===== config.mk =====
export PLATFORM = sky130hd
export DESIGN_NAME = x509_der_field_locator_top
export DESIGN_NICKNAME = d
export VERILOG_FILES = /design/src/rtl/core/xdfl_pkg.sv /design/src/rtl/core/xdfl_front.sv /design/src/rtl/core/xdfl_queue.sv /design/src/rtl/core/xdfl_back.sv /design/src/rtl/core/x509_der_field_locator_top.sv
export SDC_FILE = /design/constraint.sdc
export NUM_CORES = 1
export LEC_CHECK = 0
export BUFFER_PORTS_ARGS = -buffer_cell sky130_fd_sc_hd__buf_4
export CAP_MARGIN = 30
export CORE_AREA = 3 3 226 228
export CTS_CLUSTER_SIZE = 30
export DETAILED_ROUTE_END_ITERATION = 6
export DIE_AREA = 0 0 229 231
export PLACE_DENSITY = 0.7
export SLEW_MARGIN = 20
export SYNTH_ARGS = -nofsm -noshare
export SYNTH_HDL_FRONTEND = slang
export SYNTH_HIERARCHICAL = 1
export SYNTH_SLANG_ARGS = --single-unit

===== constraint.sdc =====
create_clock -name i_clk -period 15.2 [get_ports i_clk]
set_input_delay 0.76 -clock i_clk [delete_from_list [all_inputs] [get_ports i_clk]]
set_output_delay 0.76 -clock i_clk [all_outputs]
set_load 0.1 [all_outputs]

===== src/rtl/core/xdfl_pkg.sv =====
// Shared types and constants of the X.509 DER field locator.
// Used by every module of the block; depends on nothing else.
`default_nettype none
package xdfl_pkg;

    localparam int CFG_IDX_W  = 2;
    localparam int CFG_DATA_W = 16;

    localparam logic [CFG_IDX_W-1:0] CFG_SERIAL_CAP  = 2'd0;
    localparam logic [CFG_IDX_W-1:0] CFG_ISSUER_CAP  = 2'd1;
    localparam logic [CFG_IDX_W-1:0] CFG_SUBJECT_CAP = 2'd2;
    localparam logic [CFG_IDX_W-1:0] CFG_LENGTHS_ONLY = 2'd3;

    localparam logic [1:0] KIND_SERIAL  = 2'd0;
    localparam logic [1:0] KIND_ISSUER  = 2'd1;
    localparam logic [1:0] KIND_SUBJECT = 2'd2;
    localparam logic [1:0] KIND_SUMMARY = 2'd3;

    localparam logic [1:0] ST_OK        = 2'd0;
    localparam logic [1:0] ST_HEADER    = 2'd1;
    localparam logic [1:0] ST_CAPACITY  = 2'd2;
    localparam logic [1:0] ST_TRUNCATED = 2'd3;

    localparam logic [7:0] TAG_HIGH_MASK = 8'h1F;
    localparam logic [7:0] LEN_INDEF     = 8'h80;
    localparam logic [7:0] LEN_LONG_MAX  = 8'h82;
    localparam logic [7:0] LEN_SHORT_MAX = 8'h7F;
    localparam logic [7:0] VERSION_TAG   = 8'hA0;
    localparam logic [2:0] VERSION_SKIP  = 3'd4;

    typedef enum logic [3:0] {
        PH_OUTER   = 4'd0,
        PH_TBS     = 4'd1,
        PH_VERSION = 4'd2,
        PH_VSKIP   = 4'd3,
        PH_SERIAL  = 4'd4,
        PH_SIG     = 4'd5,
        PH_ISSUER  = 4'd6,
        PH_VALID   = 4'd7,
        PH_SUBJECT = 4'd8,
        PH_DONE    = 4'd9,
        PH_ERR     = 4'd10
    } t_phase;

    typedef enum logic [1:0] {
        HS_TAG     = 2'd0,
        HS_LEN     = 2'd1,
        HS_LENB    = 2'd2,
        HS_CONTENT = 2'd3
    } t_hstep;

    typedef struct packed {
        logic [7:0] cert_byte;
        logic       final_byte;
    } t_in_item;

    typedef struct packed {
        logic [1:0]  item_kind;
        logic [7:0]  out_byte;
        logic [15:0] serial_length;
        logic [15:0] issuer_length;
        logic [15:0] subject_length;
        logic [1:0]  status;
        logic        run_end;
    } t_out_item;

    // One queue entry holds everything a single input word causes.
    typedef struct packed {
        logic        has_byte;
        logic [1:0]  kind;
        logic [7:0]  data;
        logic        has_sum;
        logic [15:0] serial_len;
        logic [15:0] issuer_len;
        logic [15:0] subject_len;
        logic [1:0]  status;
    } t_entry;

    typedef struct packed {
        logic full;
        logic valid;
    } t_q_stat;

    typedef struct packed {
        logic push;
        logic pop;
    } t_q_ctrl;

endpackage
`default_nettype wire


===== src/rtl/core/xdfl_front.sv =====
// Front end: configuration registers and the DER header parser.
// Classifies each input word into a queue entry; uses xdfl_pkg.
`default_nettype none
module xdfl_front (
    input  wire logic                         i_clk,
    input  wire logic                         i_rst_n,
    input  wire logic                         i_cfg_we,
    input  wire logic [xdfl_pkg::CFG_IDX_W-1:0]  i_cfg_index,
    input  wire logic [xdfl_pkg::CFG_DATA_W-1:0] i_cfg_data,
    input  wire logic                         i_in_valid,
    input  wire xdfl_pkg::t_in_item           i_in_item,
    input  wire logic                         i_q_full,
    output logic                              o_in_ready,
    output logic                              o_push,
    output xdfl_pkg::t_entry                  o_entry
);
    import xdfl_pkg::*;

    logic [15:0] r_serial_cap, r_issuer_cap, r_subject_cap;
    logic        r_lengths_only;

    t_phase      r_phase, n_phase;
    t_hstep      r_hstep, n_hstep;
    logic [1:0]  r_lbl, n_lbl;
    logic [15:0] r_acc, n_acc;
    logic [15:0] r_cr, n_cr;
    logic [2:0]  r_vskip, n_vskip;
    logic [15:0] r_serial, n_serial;
    logic [15:0] r_issuer, n_issuer;
    logic [15:0] r_subject, n_subject;
    logic [1:0]  r_err, n_err;

    // Post-step values before the rearm on the final word.
    t_phase      s_phase;
    t_hstep      s_hstep;
    logic [15:0] s_serial, s_issuer, s_subject;
    logic [1:0]  s_err;

    logic        accept;
    logic [7:0]  b;
    t_phase      ep;
    t_hstep      eh;
    logic        elem;
    logic        hd;
    logic [15:0] hd_len;
    logic [15:0] acc2;
    logic [1:0]  lbl_dec;
    logic [2:0]  vskip_dec;
    logic [15:0] cr_dec;
    logic        kind_ok;
    logic [1:0]  kind;

    function automatic t_phase f_next_phase(input t_phase p);
        t_phase r;
        unique case (p)
            PH_SERIAL:  r = PH_SIG;
            PH_SIG:     r = PH_ISSUER;
            PH_ISSUER:  r = PH_VALID;
            PH_VALID:   r = PH_SUBJECT;
            PH_SUBJECT: r = PH_DONE;
            default:    r = PH_DONE;
        endcase
        return r;
    endfunction

    assign accept     = i_in_valid && o_in_ready;
    assign o_in_ready = !i_q_full;
    assign b          = i_in_item.cert_byte;
    assign acc2       = {r_acc[7:0], b};
    assign lbl_dec    = r_lbl - 2'd1;
    assign vskip_dec  = r_vskip - 3'd1;
    assign cr_dec     = r_cr - 16'd1;

    always_ff @(posedge i_clk) begin
        if (!i_rst_n) begin
            r_serial_cap   <= 16'hFFFF;
            r_issuer_cap   <= 16'hFFFF;
            r_subject_cap  <= 16'hFFFF;
            r_lengths_only <= 1'b0;
        end else if (i_cfg_we) begin
            unique case (i_cfg_index)
                CFG_SERIAL_CAP:   r_serial_cap   <= i_cfg_data;
                CFG_ISSUER_CAP:   r_issuer_cap   <= i_cfg_data;
                CFG_SUBJECT_CAP:  r_subject_cap  <= i_cfg_data;
                CFG_LENGTHS_ONLY: r_lengths_only <= i_cfg_data[0];
                default:          ;
            endcase
        end
    end

    // Next-state logic of the parser.
    always_comb begin
        s_phase   = r_phase;
        s_hstep   = r_hstep;
        n_lbl     = r_lbl;
        n_acc     = r_acc;
        n_cr      = r_cr;
        n_vskip   = r_vskip;
        s_serial  = r_serial;
        s_issuer  = r_issuer;
        s_subject = r_subject;
        s_err     = r_err;
        hd        = 1'b0;
        hd_len    = 16'd0;

        // The version check hands a non-version byte straight to the serial header.
        ep   = (r_phase == PH_VERSION) ? PH_SERIAL : r_phase;
        eh   = (r_phase == PH_VERSION) ? HS_TAG : r_hstep;
        elem = 1'b0;

        unique case (r_phase)
            PH_VERSION: begin
                if (b == VERSION_TAG) begin
                    n_vskip = VERSION_SKIP;
                    s_phase = PH_VSKIP;
                end else begin
                    elem = 1'b1;
                end
            end
            PH_VSKIP: begin
                n_vskip = vskip_dec;
                if (vskip_dec == 3'd0) begin
                    s_phase = PH_SERIAL;
                    s_hstep = HS_TAG;
                end
            end
            PH_OUTER, PH_TBS, PH_SERIAL, PH_SIG, PH_ISSUER, PH_VALID, PH_SUBJECT: begin
                elem = 1'b1;
            end
            default: ;
        endcase

        if (elem) begin
            s_phase = ep;
            s_hstep = eh;
            if (eh != HS_CONTENT) begin
                if (ep == PH_ISSUER)
                    s_issuer = r_issuer + 16'd1;
                else if (ep == PH_SUBJECT)
                    s_subject = r_subject + 16'd1;
            end
            unique case (eh)
                HS_TAG: begin
                    if ((b & TAG_HIGH_MASK) == TAG_HIGH_MASK) begin
                        s_phase = PH_ERR;
                        s_err   = ST_HEADER;
                        s_hstep = HS_TAG;
                    end else begin
                        s_hstep = HS_LEN;
                    end
                end
                HS_LEN: begin
                    if (b == LEN_INDEF || b > LEN_LONG_MAX) begin
                        s_phase = PH_ERR;
                        s_err   = ST_HEADER;
                        s_hstep = HS_TAG;
                    end else if (b <= LEN_SHORT_MAX) begin
                        hd     = 1'b1;
                        hd_len = {8'd0, b};
                    end else begin
                        n_lbl   = b[1:0];
                        n_acc   = 16'd0;
                        s_hstep = HS_LENB;
                    end
                end
                HS_LENB: begin
                    n_acc = acc2;
                    n_lbl = lbl_dec;
                    if (lbl_dec == 2'd0) begin
                        hd     = 1'b1;
                        hd_len = acc2;
                    end
                end
                HS_CONTENT: begin
                    n_cr = cr_dec;
                    if (cr_dec == 16'd0) begin
                        s_hstep = HS_TAG;
                        s_phase = f_next_phase(ep);
                    end
                end
                default: ;
            endcase

            if (hd) begin
                if (ep == PH_OUTER) begin
                    s_phase = PH_TBS;
                    s_hstep = HS_TAG;
                end else if (ep == PH_TBS) begin
                    s_phase = PH_VERSION;
                    s_hstep = HS_TAG;
                end else begin
                    if (ep == PH_SERIAL)
                        s_serial = hd_len;
                    else if (ep == PH_ISSUER)
                        s_issuer = s_issuer + hd_len;
                    else if (ep == PH_SUBJECT)
                        s_subject = s_subject + hd_len;
                    if (hd_len == 16'd0) begin
                        s_hstep = HS_TAG;
                        s_phase = f_next_phase(ep);
                    end else begin
                        n_cr    = hd_len;
                        s_hstep = HS_CONTENT;
                    end
                end
            end
        end

        n_phase   = s_phase;
        n_hstep   = s_hstep;
        n_serial  = s_serial;
        n_issuer  = s_issuer;
        n_subject = s_subject;
        n_err     = s_err;
        // The final word rearms the parser for the next certificate.
        if (i_in_item.final_byte) begin
            n_phase   = PH_OUTER;
            n_hstep   = HS_TAG;
            n_lbl     = 2'd0;
            n_acc     = 16'd0;
            n_cr      = 16'd0;
            n_vskip   = 3'd0;
            n_serial  = 16'd0;
            n_issuer  = 16'd0;
            n_subject = 16'd0;
            n_err     = ST_OK;
        end
    end

    // Output logic: the queue entry for this word.
    always_comb begin
        kind_ok = 1'b1;
        kind    = KIND_SERIAL;
        if (r_phase == PH_SERIAL && r_hstep == HS_CONTENT)
            kind = KIND_SERIAL;
        else if (r_phase == PH_ISSUER)
            kind = KIND_ISSUER;
        else if (r_phase == PH_SUBJECT)
            kind = KIND_SUBJECT;
        else
            kind_ok = 1'b0;

        o_entry.has_byte    = kind_ok && (s_err == ST_OK) && !r_lengths_only;
        o_entry.kind        = kind;
        o_entry.data        = b;
        o_entry.has_sum     = i_in_item.final_byte;
        o_entry.serial_len  = s_serial;
        o_entry.issuer_len  = s_issuer;
        o_entry.subject_len = s_subject;
        if (s_err != ST_OK)
            o_entry.status = s_err;
        else if (s_phase != PH_DONE)
            o_entry.status = ST_TRUNCATED;
        else if (!r_lengths_only && (s_serial > r_serial_cap ||
                 s_issuer > r_issuer_cap || s_subject > r_subject_cap))
            o_entry.status = ST_CAPACITY;
        else
            o_entry.status = ST_OK;

        o_push = accept && (o_entry.has_byte || o_entry.has_sum);
    end

    always_ff @(posedge i_clk) begin
        if (!i_rst_n) begin
            r_phase   <= PH_OUTER;
            r_hstep   <= HS_TAG;
            r_lbl     <= 2'd0;
            r_acc     <= 16'd0;
            r_cr      <= 16'd0;
            r_vskip   <= 3'd0;
            r_serial  <= 16'd0;
            r_issuer  <= 16'd0;
            r_subject <= 16'd0;
            r_err     <= ST_OK;
        end else if (accept) begin
            r_phase   <= n_phase;
            r_hstep   <= n_hstep;
            r_lbl     <= n_lbl;
            r_acc     <= n_acc;
            r_cr      <= n_cr;
            r_vskip   <= n_vskip;
            r_serial  <= n_serial;
            r_issuer  <= n_issuer;
            r_subject <= n_subject;
            r_err     <= n_err;
        end
    end

endmodule
`default_nettype wire


===== src/rtl/core/xdfl_queue.sv =====
// Short first-in first-out queue of parsed entries between front and back.
// Register based; uses xdfl_pkg for the entry type.
`default_nettype none
module xdfl_queue #(
    parameter int DEPTH = 4
) (
    input  wire logic              i_clk,
    input  wire logic              i_rst_n,
    input  wire xdfl_pkg::t_q_ctrl i_ctrl,
    input  wire xdfl_pkg::t_entry  i_entry,
    output xdfl_pkg::t_q_stat      o_stat,
    output xdfl_pkg::t_entry       o_entry
);
    import xdfl_pkg::*;

    localparam int PTR_W = (DEPTH > 1) ? $clog2(DEPTH) : 1;
    localparam int CNT_W = $clog2(DEPTH + 1);
    localparam logic [PTR_W-1:0] LAST = PTR_W'(DEPTH - 1);

    t_entry            r_mem [DEPTH];
    logic [PTR_W-1:0]  r_wr, r_rd;
    logic [CNT_W-1:0]  r_count;

    assign o_stat.full  = (r_count == CNT_W'(DEPTH));
    assign o_stat.valid = (r_count != '0);
    assign o_entry      = r_mem[r_rd];

    always_ff @(posedge i_clk) begin
        if (i_ctrl.push)
            r_mem[r_wr] <= i_entry;
    end

    always_ff @(posedge i_clk) begin
        if (!i_rst_n) begin
            r_wr    <= '0;
            r_rd    <= '0;
            r_count <= '0;
        end else begin
            if (i_ctrl.push)
                r_wr <= (r_wr == LAST) ? '0 : r_wr + PTR_W'(1);
            if (i_ctrl.pop)
                r_rd <= (r_rd == LAST) ? '0 : r_rd + PTR_W'(1);
            if (i_ctrl.push && !i_ctrl.pop)
                r_count <= r_count + CNT_W'(1);
            else if (!i_ctrl.push && i_ctrl.pop)
                r_count <= r_count - CNT_W'(1);
        end
    end

    a_count_bound: assert property (@(posedge i_clk) disable iff (!i_rst_n)
        r_count <= CNT_W'(DEPTH))
        else $error("queue count above depth");

    a_no_push_full: assert property (@(posedge i_clk) disable iff (!i_rst_n)
        o_stat.full |-> !i_ctrl.push)
        else $error("push into full queue");

    a_no_pop_empty: assert property (@(posedge i_clk) disable iff (!i_rst_n)
        !o_stat.valid |-> !i_ctrl.pop)
        else $error("pop from empty queue");

    a_count_step: assert property (@(posedge i_clk) disable iff (!i_rst_n)
        (i_ctrl.push && !i_ctrl.pop) |=> r_count == $past(r_count) + CNT_W'(1))
        else $error("queue count did not advance on push");

endmodule
`default_nettype wire


===== src/rtl/core/xdfl_back.sv =====
// Back end: expands each queue entry into one or two output words.
// Holds the entry being delivered; uses xdfl_pkg.
`default_nettype none
module xdfl_back (
    input  wire logic              i_clk,
    input  wire logic              i_rst_n,
    input  wire xdfl_pkg::t_q_stat i_q_stat,
    input  wire xdfl_pkg::t_entry  i_entry,
    output logic                   o_pop,
    output logic                   o_out_valid,
    input  wire logic              i_out_ready,
    output xdfl_pkg::t_out_item    o_out_item
);
    import xdfl_pkg::*;

    t_entry r_hold;
    logic   r_hb, r_hs;
    logic   fire;
    logic   drained;

    assign o_out_valid = r_hb || r_hs;
    assign fire        = o_out_valid && i_out_ready;
    // The hold register frees up when its last pending word is taken.
    assign drained     = !o_out_valid || (fire && !(r_hb && r_hs));
    assign o_pop       = drained && i_q_stat.valid;

    always_comb begin
        if (r_hb) begin
            o_out_item.item_kind      = r_hold.kind;
            o_out_item.out_byte       = r_hold.data;
            o_out_item.serial_length  = 16'd0;
            o_out_item.issuer_length  = 16'd0;
            o_out_item.subject_length = 16'd0;
            o_out_item.status         = ST_OK;
            o_out_item.run_end        = !r_hs;
        end else begin
            o_out_item.item_kind      = KIND_SUMMARY;
            o_out_item.out_byte       = 8'd0;
            o_out_item.serial_length  = r_hold.serial_len;
            o_out_item.issuer_length  = r_hold.issuer_len;
            o_out_item.subject_length = r_hold.subject_len;
            o_out_item.status         = r_hold.status;
            o_out_item.run_end        = 1'b1;
        end
    end

    always_ff @(posedge i_clk) begin
        if (o_pop)
            r_hold <= i_entry;
    end

    always_ff @(posedge i_clk) begin
        if (!i_rst_n) begin
            r_hb <= 1'b0;
            r_hs <= 1'b0;
        end else if (o_pop) begin
            r_hb <= i_entry.has_byte;
            r_hs <= i_entry.has_sum;
        end else if (drained) begin
            r_hb <= 1'b0;
            r_hs <= 1'b0;
        end else if (fire) begin
            r_hb <= 1'b0;
        end
    end

endmodule
`default_nettype wire


===== src/rtl/core/x509_der_field_locator_top.sv =====
// Throughput: one certificate byte accepted every cycle while the entry queue is not
// full; a final byte that also carries a located byte costs an extra output word for its summary.
// A result word is registered in the entry queue and then in the back-end hold register before it is offered.
// The entry queue between parser and output stage sets the burst slack.
// Reset (synchronous, active low) rearms the parser, empties the queue and
// returns the capacity and mode registers to their reset values.
// Top level: wires the parser front end, the entry queue and the back end.
// Depends on xdfl_pkg, xdfl_front, xdfl_queue and xdfl_back.
`default_nettype none
module x509_der_field_locator_top #(
    parameter int QUEUE_DEPTH = 4
) (
    input  wire logic                            i_clk,
    input  wire logic                            i_rst_n,
    input  wire logic                            i_cfg_we,
    input  wire logic [xdfl_pkg::CFG_IDX_W-1:0]  i_cfg_index,
    input  wire logic [xdfl_pkg::CFG_DATA_W-1:0] i_cfg_data,
    input  wire logic                            i_in_valid,
    output logic                                 o_in_ready,
    input  wire xdfl_pkg::t_in_item              i_in_item,
    output logic                                 o_out_valid,
    input  wire logic                            i_out_ready,
    output xdfl_pkg::t_out_item                  o_out_item
);
    import xdfl_pkg::*;

    t_q_stat q_stat;
    t_q_ctrl q_ctrl;
    t_entry  push_entry;
    t_entry  head_entry;
    logic    push;
    logic    pop;

    assign q_ctrl.push = push;
    assign q_ctrl.pop  = pop;

    xdfl_front u_front (
        .i_clk       (i_clk),
        .i_rst_n     (i_rst_n),
        .i_cfg_we    (i_cfg_we),
        .i_cfg_index (i_cfg_index),
        .i_cfg_data  (i_cfg_data),
        .i_in_valid  (i_in_valid),
        .i_in_item   (i_in_item),
        .i_q_full    (q_stat.full),
        .o_in_ready  (o_in_ready),
        .o_push      (push),
        .o_entry     (push_entry)
    );

    xdfl_queue #(
        .DEPTH (QUEUE_DEPTH)
    ) u_queue (
        .i_clk   (i_clk),
        .i_rst_n (i_rst_n),
        .i_ctrl  (q_ctrl),
        .i_entry (push_entry),
        .o_stat  (q_stat),
        .o_entry (head_entry)
    );

    xdfl_back u_back (
        .i_clk       (i_clk),
        .i_rst_n     (i_rst_n),
        .i_q_stat    (q_stat),
        .i_entry     (head_entry),
        .o_pop       (pop),
        .o_out_valid (o_out_valid),
        .i_out_ready (i_out_ready),
        .o_out_item  (o_out_item)
    );

endmodule
`default_nettype wire

-- After elaboration in Yosys (flattened, before gate mapping)
Memory sizes are Yosys's and may differ from the RTL's. A register that Yosys moved wholly into a read port is not among the register bits.
Cells that the tools add are included.
W data, S select, Z words.
- bits in registers: 203
- RAM bits: 248
- input port bits: 32
- output and inout bits: 63
- logic and storage cells: 244
- memories kept: 1
- $add $sub $neg: 11
- order comparisons: 5
- eq/ne operators: 32
- multiplexer cells: 117
- reduce and logical (&&, ||, !) cells: 53
- memories (name ; words ; width ; rd ports ; clocked after memory_dff ; write ports ; RTL line ; RTL):
    u_queue.r_mem ; 4 ; 62 ; 1 ; 1 ; 1 ; xdfl_queue.sv:20 ; t_entry r_mem [DEPTH];
- operator list (cell ; number):
    $mux W16 ; 38
    $mux W61 ; 1
    $mux W2 ; 30
    $gt A16 B16 Y1 ; 3
    $mux W4 ; 12
    $mux W8 ; 5
    $add A16 B1 Y16 const B ; 2
    $add A16 B16 Y16 ; 2
    $eq A4 B3 Y1 const B ; 8
    $logic_not A16 Y1 ; 2
    $pmux W16 S2 ; 1
    $reduce_bool A3 Y1 ; 6
    $eq A8 B8 Y1 const B ; 2
    $mux W1 ; 16
    $pmux W4 S4 ; 1
    $pmux W8 S2 ; 1
    $sub A16 B1 Y16 const B ; 1
    $eq A2 B2 Y1 const B ; 7
    $logic_and A1 B1 Y1 ; 12
    $mux W3 ; 4
    $pmux W4 S3 ; 1
    $reduce_and A2 Y1 ; 5
    $ne A3 B3 Y1 const B ; 3
    $eq A4 B1 Y1 const B ; 2
    27 further kinds ; 53

-- Longest topological paths before layout
Gate-level depths: netlist (run 1).
- depth in word-level cells: 21
- mapped depth: 33
- depth with buffers taken out: 32

-- Hierarchy
The synthesis (run 1) kept the hierarchy.
- by module, submodules not included (module ; instances ; cells each ; area each (µm²) ; sequential area each (µm²)):
    xdfl_front ; 1 ; 1379 ; 10174.8 ; 2682.6
    xdfl_queue ; 1 ; 368 ; 9475.3 ; 7627.3
    xdfl_back ; 1 ; 141 ; 2341.0 ; 1841.8

-- Worst setup path before layout (run 1)
OpenSTA, ideal clock, no wires.
- kind: reg2reg
- start point: register u_front.r_phase[0]
- end point: memory u_queue/r_mem[0][1] in the netlist's numbering (data pin)
- arrival: 5.702 ns
- slack: 9.204 ns
- stages on the path, launching flop included: 31
- buffers on the path: 2
- period minus slack after synthesis: 5.996 ns
- cell sequence: dfxtp_1 -> clkbuf_1 -> nor2_1 -> nand2_1 -> and2_1 -> inv_1 -> ha_1 -> nand2b_1 -> a21oi_1 -> clkbuf_1 -> nand2_1 -> inv_1 -> ha_1 -> a21oi_1 -> o21ai_0 -> a211oi_2 -> o31ai_2 -> a211o_1 -> a21o_1 -> xor2_1 -> a2111oi_2 -> a311oi_1 -> ha_1 -> a21oi_1 -> nor2b_1 -> o21ai_0 -> a21oi_1 -> a211oi_1 -> o22a_1 -> o21a_1 -> a41oi_1
- RTL lines (item ; RTL line ; RTL):
    start, declared ; xdfl_front.sv:22 ; t_phase r_phase, n_phase;
    start signal, assigned ; xdfl_front.sv:276 ; r_phase <= n_phase;
    end, declared ; xdfl_queue.sv:20 ;

==> run_results.csv, run 1 <==
group,metric,value,unit
outcome,status,"complete, no violations",
cts,clkTransAtPathRegs,0.06,ns
yosys,synth_top_family_by_area,"simple AND/OR/NAND/NOR gates",
yosys,synthSimpleGateAreaFrac,13.5,%
floorplanning,std_cell_rows,81,
timing,hold_violations,0,
yosys,synthCells,1888,
yosys,synth_top_area_cell,"edfxtp_1",
place,portBuffers,94,
yosys,syn-cell-area,0.0220,mm2
timing,worstMarginPinSlew,0.997,ns
power_and_ir_drop,leakagePower,9.72,nW
finish,final_common_cell,"edfxtp_1",
critical_path,critPathKind,"reg2reg",
finish,antenna_cells,0,
yosys,synthMuxAreaShare,7.46,%
cts,cts-htree-levels,2,
cts,numCtsBuffers,46,
critical_path,critPathMaxFanout,15,
floorplanning,fp.dieW,229,um
worst_hold_path,worstHoldStart,"i_cfg_data[1]",
critical_path,cp.arrival,7.57,ns
yosys,synth-xor-area-share,2.63,%
power_and_ir_drop,p_per_area,160,mW/mm2
timing,setup_viol,0,
cts,cts_buffer_depth,3,
timing,setup_tns,0,ns
yosys,synth_compound_area_share,11.5,%
yosys,synthTopCellsByArea,"edfxtp_1, dfxtp_1, mux4_2",
worst_hold_path,hp-class,"in2reg",
global_routing,grt_pass1_vias,15200,
finish,most-common-layout-cells,"edfxtp_1, nand2_1, nor2_1, dfxtp_1, buf_4",
yosys,synthFlopType,"edfxtp_1",
floorplanning,die_h,231,um
cts,clock_latency,0.58,ns
floorplanning,start_util,44.8,%
place,gp_congestion,0.909,
timing,min_period,7.29,ns
yosys,synth_edf_count,308,
timing,slew_viol_final,0,
critical_path,cpPeakStageDelay,0.78,ns
drt,drtPass1Iterations,5,
cts,post-cts-setup-buffers,0,
yosys,syn_avg_cell_area,11.6,um2
timing,max-slew-margin-rel,32.8,%
critical_path,worstSetupEndpointType,"flop",
global_routing,grt_max_degree,73,
critical_path,crit_required,15.47,ns
finish,syn_to_final_growth,13.3,%
cts,hold_buffers,0,
drt,viasPerCell,5.78,
power_and_ir_drop,finalPower,3.98,mW
yosys,synth_top_area_share,42.1,%
critical_path,critPathLaunchType,"flop",
timing,fin_crit_sh,48.0,%
floorplanning,num_io_pins,95,
floorplanning,die-area,0.0529,mm2
yosys,syn-num-nets,2017,
yosys,ys_warn_count,6,
cts,tritoncts,"done",
global_routing,grt_use_total,21.8,%
critical_path,crit_slowest_cell,"a311oi_1",
place,dp_hpwl,40200,um
finish,drive_above_1_share,15.0,%
critical_path,crit_path_start,"u_front/r_phase[1]$_SDFFE_PN0P_",
power_and_ir_drop,vdd_drop_max,126,uV
cts,cts.sinks,453,
global_routing,grt_pass1_wl,89500,um
drt,drt_iter0_markers,1449,
critical_path,worstReg2RegStart,"u_front/r_phase[1]$_SDFFE_PN0P_",
yosys,synth_fa_ha_area_share,5.62,%
yosys,yosysSeqAreaShare,55.3,%
cts,post_cts_resized,0,
drt,post-route-drc-count,0,
global_routing,grt_overflow,0,
critical_path,cpMostUsedCell,"a21oi_1",
yosys,async_flop_share,0,%
timing,fmax,0.137,GHz
yosys,ys_seq_elements,453,
drt,ant_nets,0,
drt,routedWlPerCell,21.8,um
finish,finalNetCount,2099,
cts,root_buffer,"clkbuf_16",
global_routing,grt_antenna_before_repair,2,
drt,vias,15400,
drt,totalWireLength,58200,um
run,drv_cap,0,
timing,rsz0062_at_grt,"no",
floorplanning,core,0.0491,mm2
yosys,ys_types,81,
timing,final.setup_skew,0.0160,ns
[report_power, final]
part           internal, mW  switching [mW]  leakage (nW)  total, mW
registers              1.48          0.0626          4.26       1.55
clock network         0.668           0.477         0.732       1.14
logic                 0.317           0.973          4.73       1.29
[synthesized netlist by cell type, drive strengths merged, types with 4 or more instances]
cell and count:
edfxtp 308, nand2 179, nor2 153, dfxtp 145
a21oi 100, ha 94, inv 90, o21ai 74
nor2b 73, clkbuf 66, mux4 62, o211ai 61
a22oi 46, xnor2 42, buf 36, nand3 35
nor3 31, nand4 27, and2 26, a21o 25
xor2 24, nand2b 14, or3 14, a211oi 13
mux2 13, and3 11, nor4 11, mux2i 9
o21a 9, o22ai 8, o31ai 7, or4 7
or2 6, a31oi 5, nor3b 5, o21bai 4
[metal layers]
metal	track usage, %	share of wire (%)
met5	0	0.015
met4	7.08	2.9
met3	3.69	6.8
met1	29.9	43
met2	35.4	47
[critical path: cells and delay by family, from the launching register on]
family,cells,cell delay [ns]
DFF,1,0.57
adders and majority gates,3,0.94
and+or+nand+nor,6,1.04
AOI/OAI and AO/OA,16,3.56
xor gates and xnor gates,1,0.17
buffers and inverters,4,0.72
[metrics by stage]
step / cells / hold slack (ns) / utilization [%] / worst slack, ns / instance area, um2
6_report: 2672 / 0.446 / 50.8 / 7.91 / 24900
4_1_cts: 2667 / 0.418 / 50.6 / 7.93 / 24800
3_5_place_dp: 2581 / 0.453 / 47.5 / 7.96 / 23300
3_3_place_gp: 2577 / 0.439 / 47.4 / 8.26 / 23200
2_1_floorplan: 1888 / 0.426 / - / 9.20 / 22000
5_1_grt: 2672 / 0.440 / 50.8 / 7.34 / 24900
[cells by family after synthesis]
group | count (synthesis)
multiplexers | 84
adder cells (fa/ha/maj) | 97
AND/OR/NAND/NOR | 608
AO/OA/AOI/OAI | 388
XOR/XNOR | 66
buffers and inverters | 192
flip-flops | 453
[final cells by class]
cell class              count  area [um2]
fillers                  4241       24100
flip-flops and latches    453       12200
multi-input cells        1243        8970
clock buffers              61        1250
repair buffers            136        1080
well taps                 664         831
inverters                  90         338
clock inverters            25         284
[sequential cells by signal, summed over array words and instances (netlist names), named ones only]
register,flops
u_front/r_serial,16
u_back/r_hb,1
u_front/r_lengths_only,1
u_front/r_acc,8
u_front/r_issuer,16
u_queue/r_mem,248
u_front/r_serial_cap,16
u_front/r_hstep,2
u_front/r_subject_cap,16
u_front/r_cr,16
u_queue/r_wr,2
u_front/r_vskip,3
u_front/r_subject,16
u_front/r_phase,4
u_front/r_issuer_cap,16
u_back/r_hold,60
u_queue/r_rd,2
u_queue/r_count,3
u_back/r_hs,1
u_front/r_lbl,2
u_front/r_err,2
[path summary, 6_finish.rpt]
path                                      endpoint  slack [ns]  depth (start not counted)
min reg2reg        u_front/r_hstep[0]$_SDFFE_PN0P_        0.47                          2
max reg2reg          u_queue/r_mem[3][1]$_DFFE_PP_        7.91                         30
min          u_front/r_subject_cap[1]$_SDFFE_PN1P_        0.45                          3
max                  u_queue/r_mem[3][1]$_DFFE_PP_        7.91                         30
(Power assumes the default switching activity.)
==> inputs of run 2 (changes only) <==
--- a/config.mk
+++ b/config.mk
@@ -11,7 +11,7 @@
 export CTS_CLUSTER_SIZE = 30
 export DETAILED_ROUTE_END_ITERATION = 6
 export DIE_AREA = 0 0 229 231
-export PLACE_DENSITY = 0.7
+export PLACE_DENSITY = 0.72
 export SLEW_MARGIN = 20
 export SYNTH_ARGS = -nofsm -noshare
 export SYNTH_HDL_FRONTEND = slang
==> constraint.sdc (replaced) <==
create_clock -name i_clk -period 6.1 [get_ports i_clk]
set_input_delay 0.305 -clock i_clk [delete_from_list [all_inputs] [get_ports i_clk]]
set_output_delay 0.305 -clock i_clk [all_outputs]
set_load 0.1 [all_outputs]
==> run 2 against run 1 <==
  * Clock power is 150% higher
  * Combinational power is 150% higher
  * Core utilization up 0.99 points
  * Critical endpoint is now u_queue/r_mem[1][1]$_DFFE_PP_
  * Sequential power is 150% higher
==> run_results.csv, run 2 (same netlist as run 1, synthesis figures left out) <==
group,metric,value,unit
outcome,status,"complete, no violations",
drt,post-route-drc-count,0,
finish,final_common_cell,"edfxtp_1",
critical_path,worstSetupEndpointType,"flop",
finish,largestRegisters,"u_queue/r_mem: 248 flops, u_back/r_hold: 60 flops",
finish,finalNetCount,2147,
timing,fmax,0.170,GHz
critical_path,cpMostUsedCell,"buf_4",
power_and_ir_drop,comb_power_share,32.5,%
critical_path,worstReg2RegStart,"u_front/r_phase[3]$_SDFFE_PN0P_",
global_routing,grt_max_degree,73,
finish,largest_reg_flops,248,
worst_hold_path,worstHoldStart,"i_in_item[7]",
cts,cts.sinks,453,
floorplanning,start_util,44.8,%
worst_hold_path,hp-class,"in2reg",
cts,clkTransAtPathRegs,0.07,ns
critical_path,crit_chain,"buf_4 -> or4b_1 -> buf_4 -> or3_1 -> nor2_2 -> buf_4 -> xor2_1 -> ha_1 -> a21oi_2 -> o31ai_4 -> a211o_1 -> a21o_1 -> xor2_1 -> a2111oi_2 -> a311oi_2 -> ha_1 -> a21oi_1 -> nor2b_1 -> o21ai_0 -> a21oi_1 -> a211oi_2 -> o22a_1 -> o21a_1 -> a41oi_2",
critical_path,crit_buf_inv,3,
place,dp_hpwl,41400,um
global_routing,grt_pass1_vias,15600,
timing,slew_viol_final,0,
cts,tritoncts,"done",
drt,vias,15800,
floorplanning,die-area,0.0529,mm2
critical_path,r2r_setup_slack,0.23,ns
power_and_ir_drop,vdd_drop_max,321,uV
power_and_ir_drop,p_sw_share,38.2,%
finish,most-common-layout-cells,"edfxtp_1, nand2_1, buf_4, nor2_1, dfxtp_1",
timing,setup_tns,0,ns
power_and_ir_drop,power_frac_seq,39.0,%
critical_path,cp.arrival,6.13,ns
floorplanning,fp.dieW,229,um
cts,cts_buffer_depth,3,
finish,regMostFlops,"u_queue/r_mem",
critical_path,rr_endpoint,"u_queue/r_mem[1][1]$_DFFE_PP_",
timing,max-slew-margin-rel,37.3,%
global_routing,grt_pass1_wl,91800,um
power_and_ir_drop,p_per_area,389,mW/mm2
timing,fin_crit_sh,96.2,%
drt,totalWireLength,59700,um
cts,hold_buffers,0,
timing,setup_viol,0,
timing,worstMarginPinSlew,0.940,ns
finish,stdcell_count,2721,
power_and_ir_drop,switchingPower,3.77,mW
critical_path,crit_required,6.36,ns
place,gp_congestion,0.979,
timing,final.setup_skew,0.0190,ns
critical_path,crit_slowest_cell,"or4b_1",
critical_path,crit_path_start,"u_front/r_phase[3]$_SDFFE_PN0P_",
global_routing,grt_overflow,0,
power_and_ir_drop,pwr-share-clk,28.5,%
floorplanning,core,0.0491,mm2
finish,utilization,51.8,%
floorplanning,die_h,231,um
timing,min_period,5.87,ns
drt,viasPerCell,5.80,
critical_path,cp_top_family,"compound AO/OA/AOI/OAI gates",
drt,routedWlPerCell,21.9,um
drt,drtPass1Iterations,6,
cts,clock_latency,0.57,ns
place,portBuffers,94,
finish,fillers,4176,
drt,drt_iter0_markers,1630,
timing,hold_violations,0,
worst_hold_path,hold_depth,1,
global_routing,grt_use_total,22.3,%
power_and_ir_drop,intPower,6.12,mW
drt,ant_nets,0,
finish,finalInstanceArea,0.0254,mm2
critical_path,cpPeakStageDelay,0.52,ns
floorplanning,num_io_pins,95,
place,placed_area,0.0237,mm2
floorplanning,std_cell_rows,81,
cts,numCtsBuffers,45,
critical_path,critPathLaunchType,"flop",
cts,cts-htree-levels,2,
place,dp_cells,2630,
critical_path,critPathMaxFanout,17,
run,drv_cap,0,
critical_path,r2r_cells,24,
finish,drive_above_1_share,18.8,%
critical_path,critPathKind,"reg2reg",
cts,root_buffer,"clkbuf_16",
worst_hold_path,whs_endpoint,"u_queue/r_mem[3][57]$_DFFE_PP_",
finish,syn_to_final_growth,15.5,%
power_and_ir_drop,leakagePower,10.0,nW
global_routing,grt_antenna_before_repair,1,
-- run 2: cell count changes in the layout (fill, tap and decap cells not counted), moves of 5 or more --
cell | previous run | this run
nor2_2 | 2 | 8
a21oi_2 | 0 | 5
buf_4 | 128 | 176
a21oi_1 | 100 | 95
o21ai_0 | 59 | 54
nor2_1 | 151 | 145
-- run 2: metrics by stage --
stage / total power, mW / hold WS [ns] / worst slack (ns)
after floorplan: 6.51 / 0.423 / 0.104
after global placement: 7.12 / 0.436 / 0.0799
after detailed placement: 7.16 / 0.441 / -0.163
after CTS: 9.98 / 0.000575 / 0.0136
after global routing: 10.2 / 0.00702 / -0.0797
final: 9.89 / 0.00872 / 0.232
-- run 2: worst max path at each step --
| stage | depth (start not counted) | end | slack [ns] |
|---|---|---|---|
| 4_1_cts | 26 | u_queue/r_mem[3][1]$_DFFE_PP_ | 0.01 |
| 6_report | 24 | u_queue/r_mem[1][1]$_DFFE_PP_ | 0.23 |
| 2_1_floorplan | 30 | u_queue/r_mem[0][1]$_DFFE_PP_ | 0.10 |
| 3_5_place_dp | 30 | u_queue/r_mem[2][1]$_DFFE_PP_ | -0.16 |
| 3_3_place_gp | 30 | u_queue/r_mem[0][1]$_DFFE_PP_ | 0.08 |
| 5_1_grt | 33 | u_queue/r_mem[3][1]$_DFFE_PP_ | -0.08 |
-- run 2: routing by layer --
| metal | vias up | global-route usage (%) | wire length (um) |
|---|---|---|---|
| met5 | - | 0 | 0 |
| met4 | 0 | 8.29 | 2310 |
| met3 | 117 | 4.07 | 4230 |
| met2 | 607 | 36.3 | 27800 |
| met1 | 7813 | 30.0 | 25400 |
| li1 | 7245 | - | - |
-- run 2: cell type report --
class                           instances  area [um2]  area share [%]
Sequential cell                       453       12200            47.9
Multi-Input combinational cell       1243        9120            35.9
Timing Repair Buffer                  185        1430            5.64
Clock buffer                           61        1260            4.96
Tap cell                              664         831            3.27
Inverter                               90         338            1.33
Clock inverter                         23         253           0.995
Antenna cell                            2        5.00          0.0197
-- run 2: timing repair --
item / in CTS / in global routing
gates resized for setup: 1 / 40
buffers inserted: 0 / 3
pin swaps: 0 / 12
setup endpoints to repair: 4 / 4
-- run 2: power by group through the flow --
stage,logic [mW],registers (mW),clock network (mW)
2_1_floorplan,2.70,3.82,0
3_3_place_gp,3.20,3.92,0
3_5_place_dp,3.23,3.93,0
4_1_cts,3.24,3.87,2.87
5_1_grt,3.34,3.90,3.00
6_report,3.21,3.86,2.82
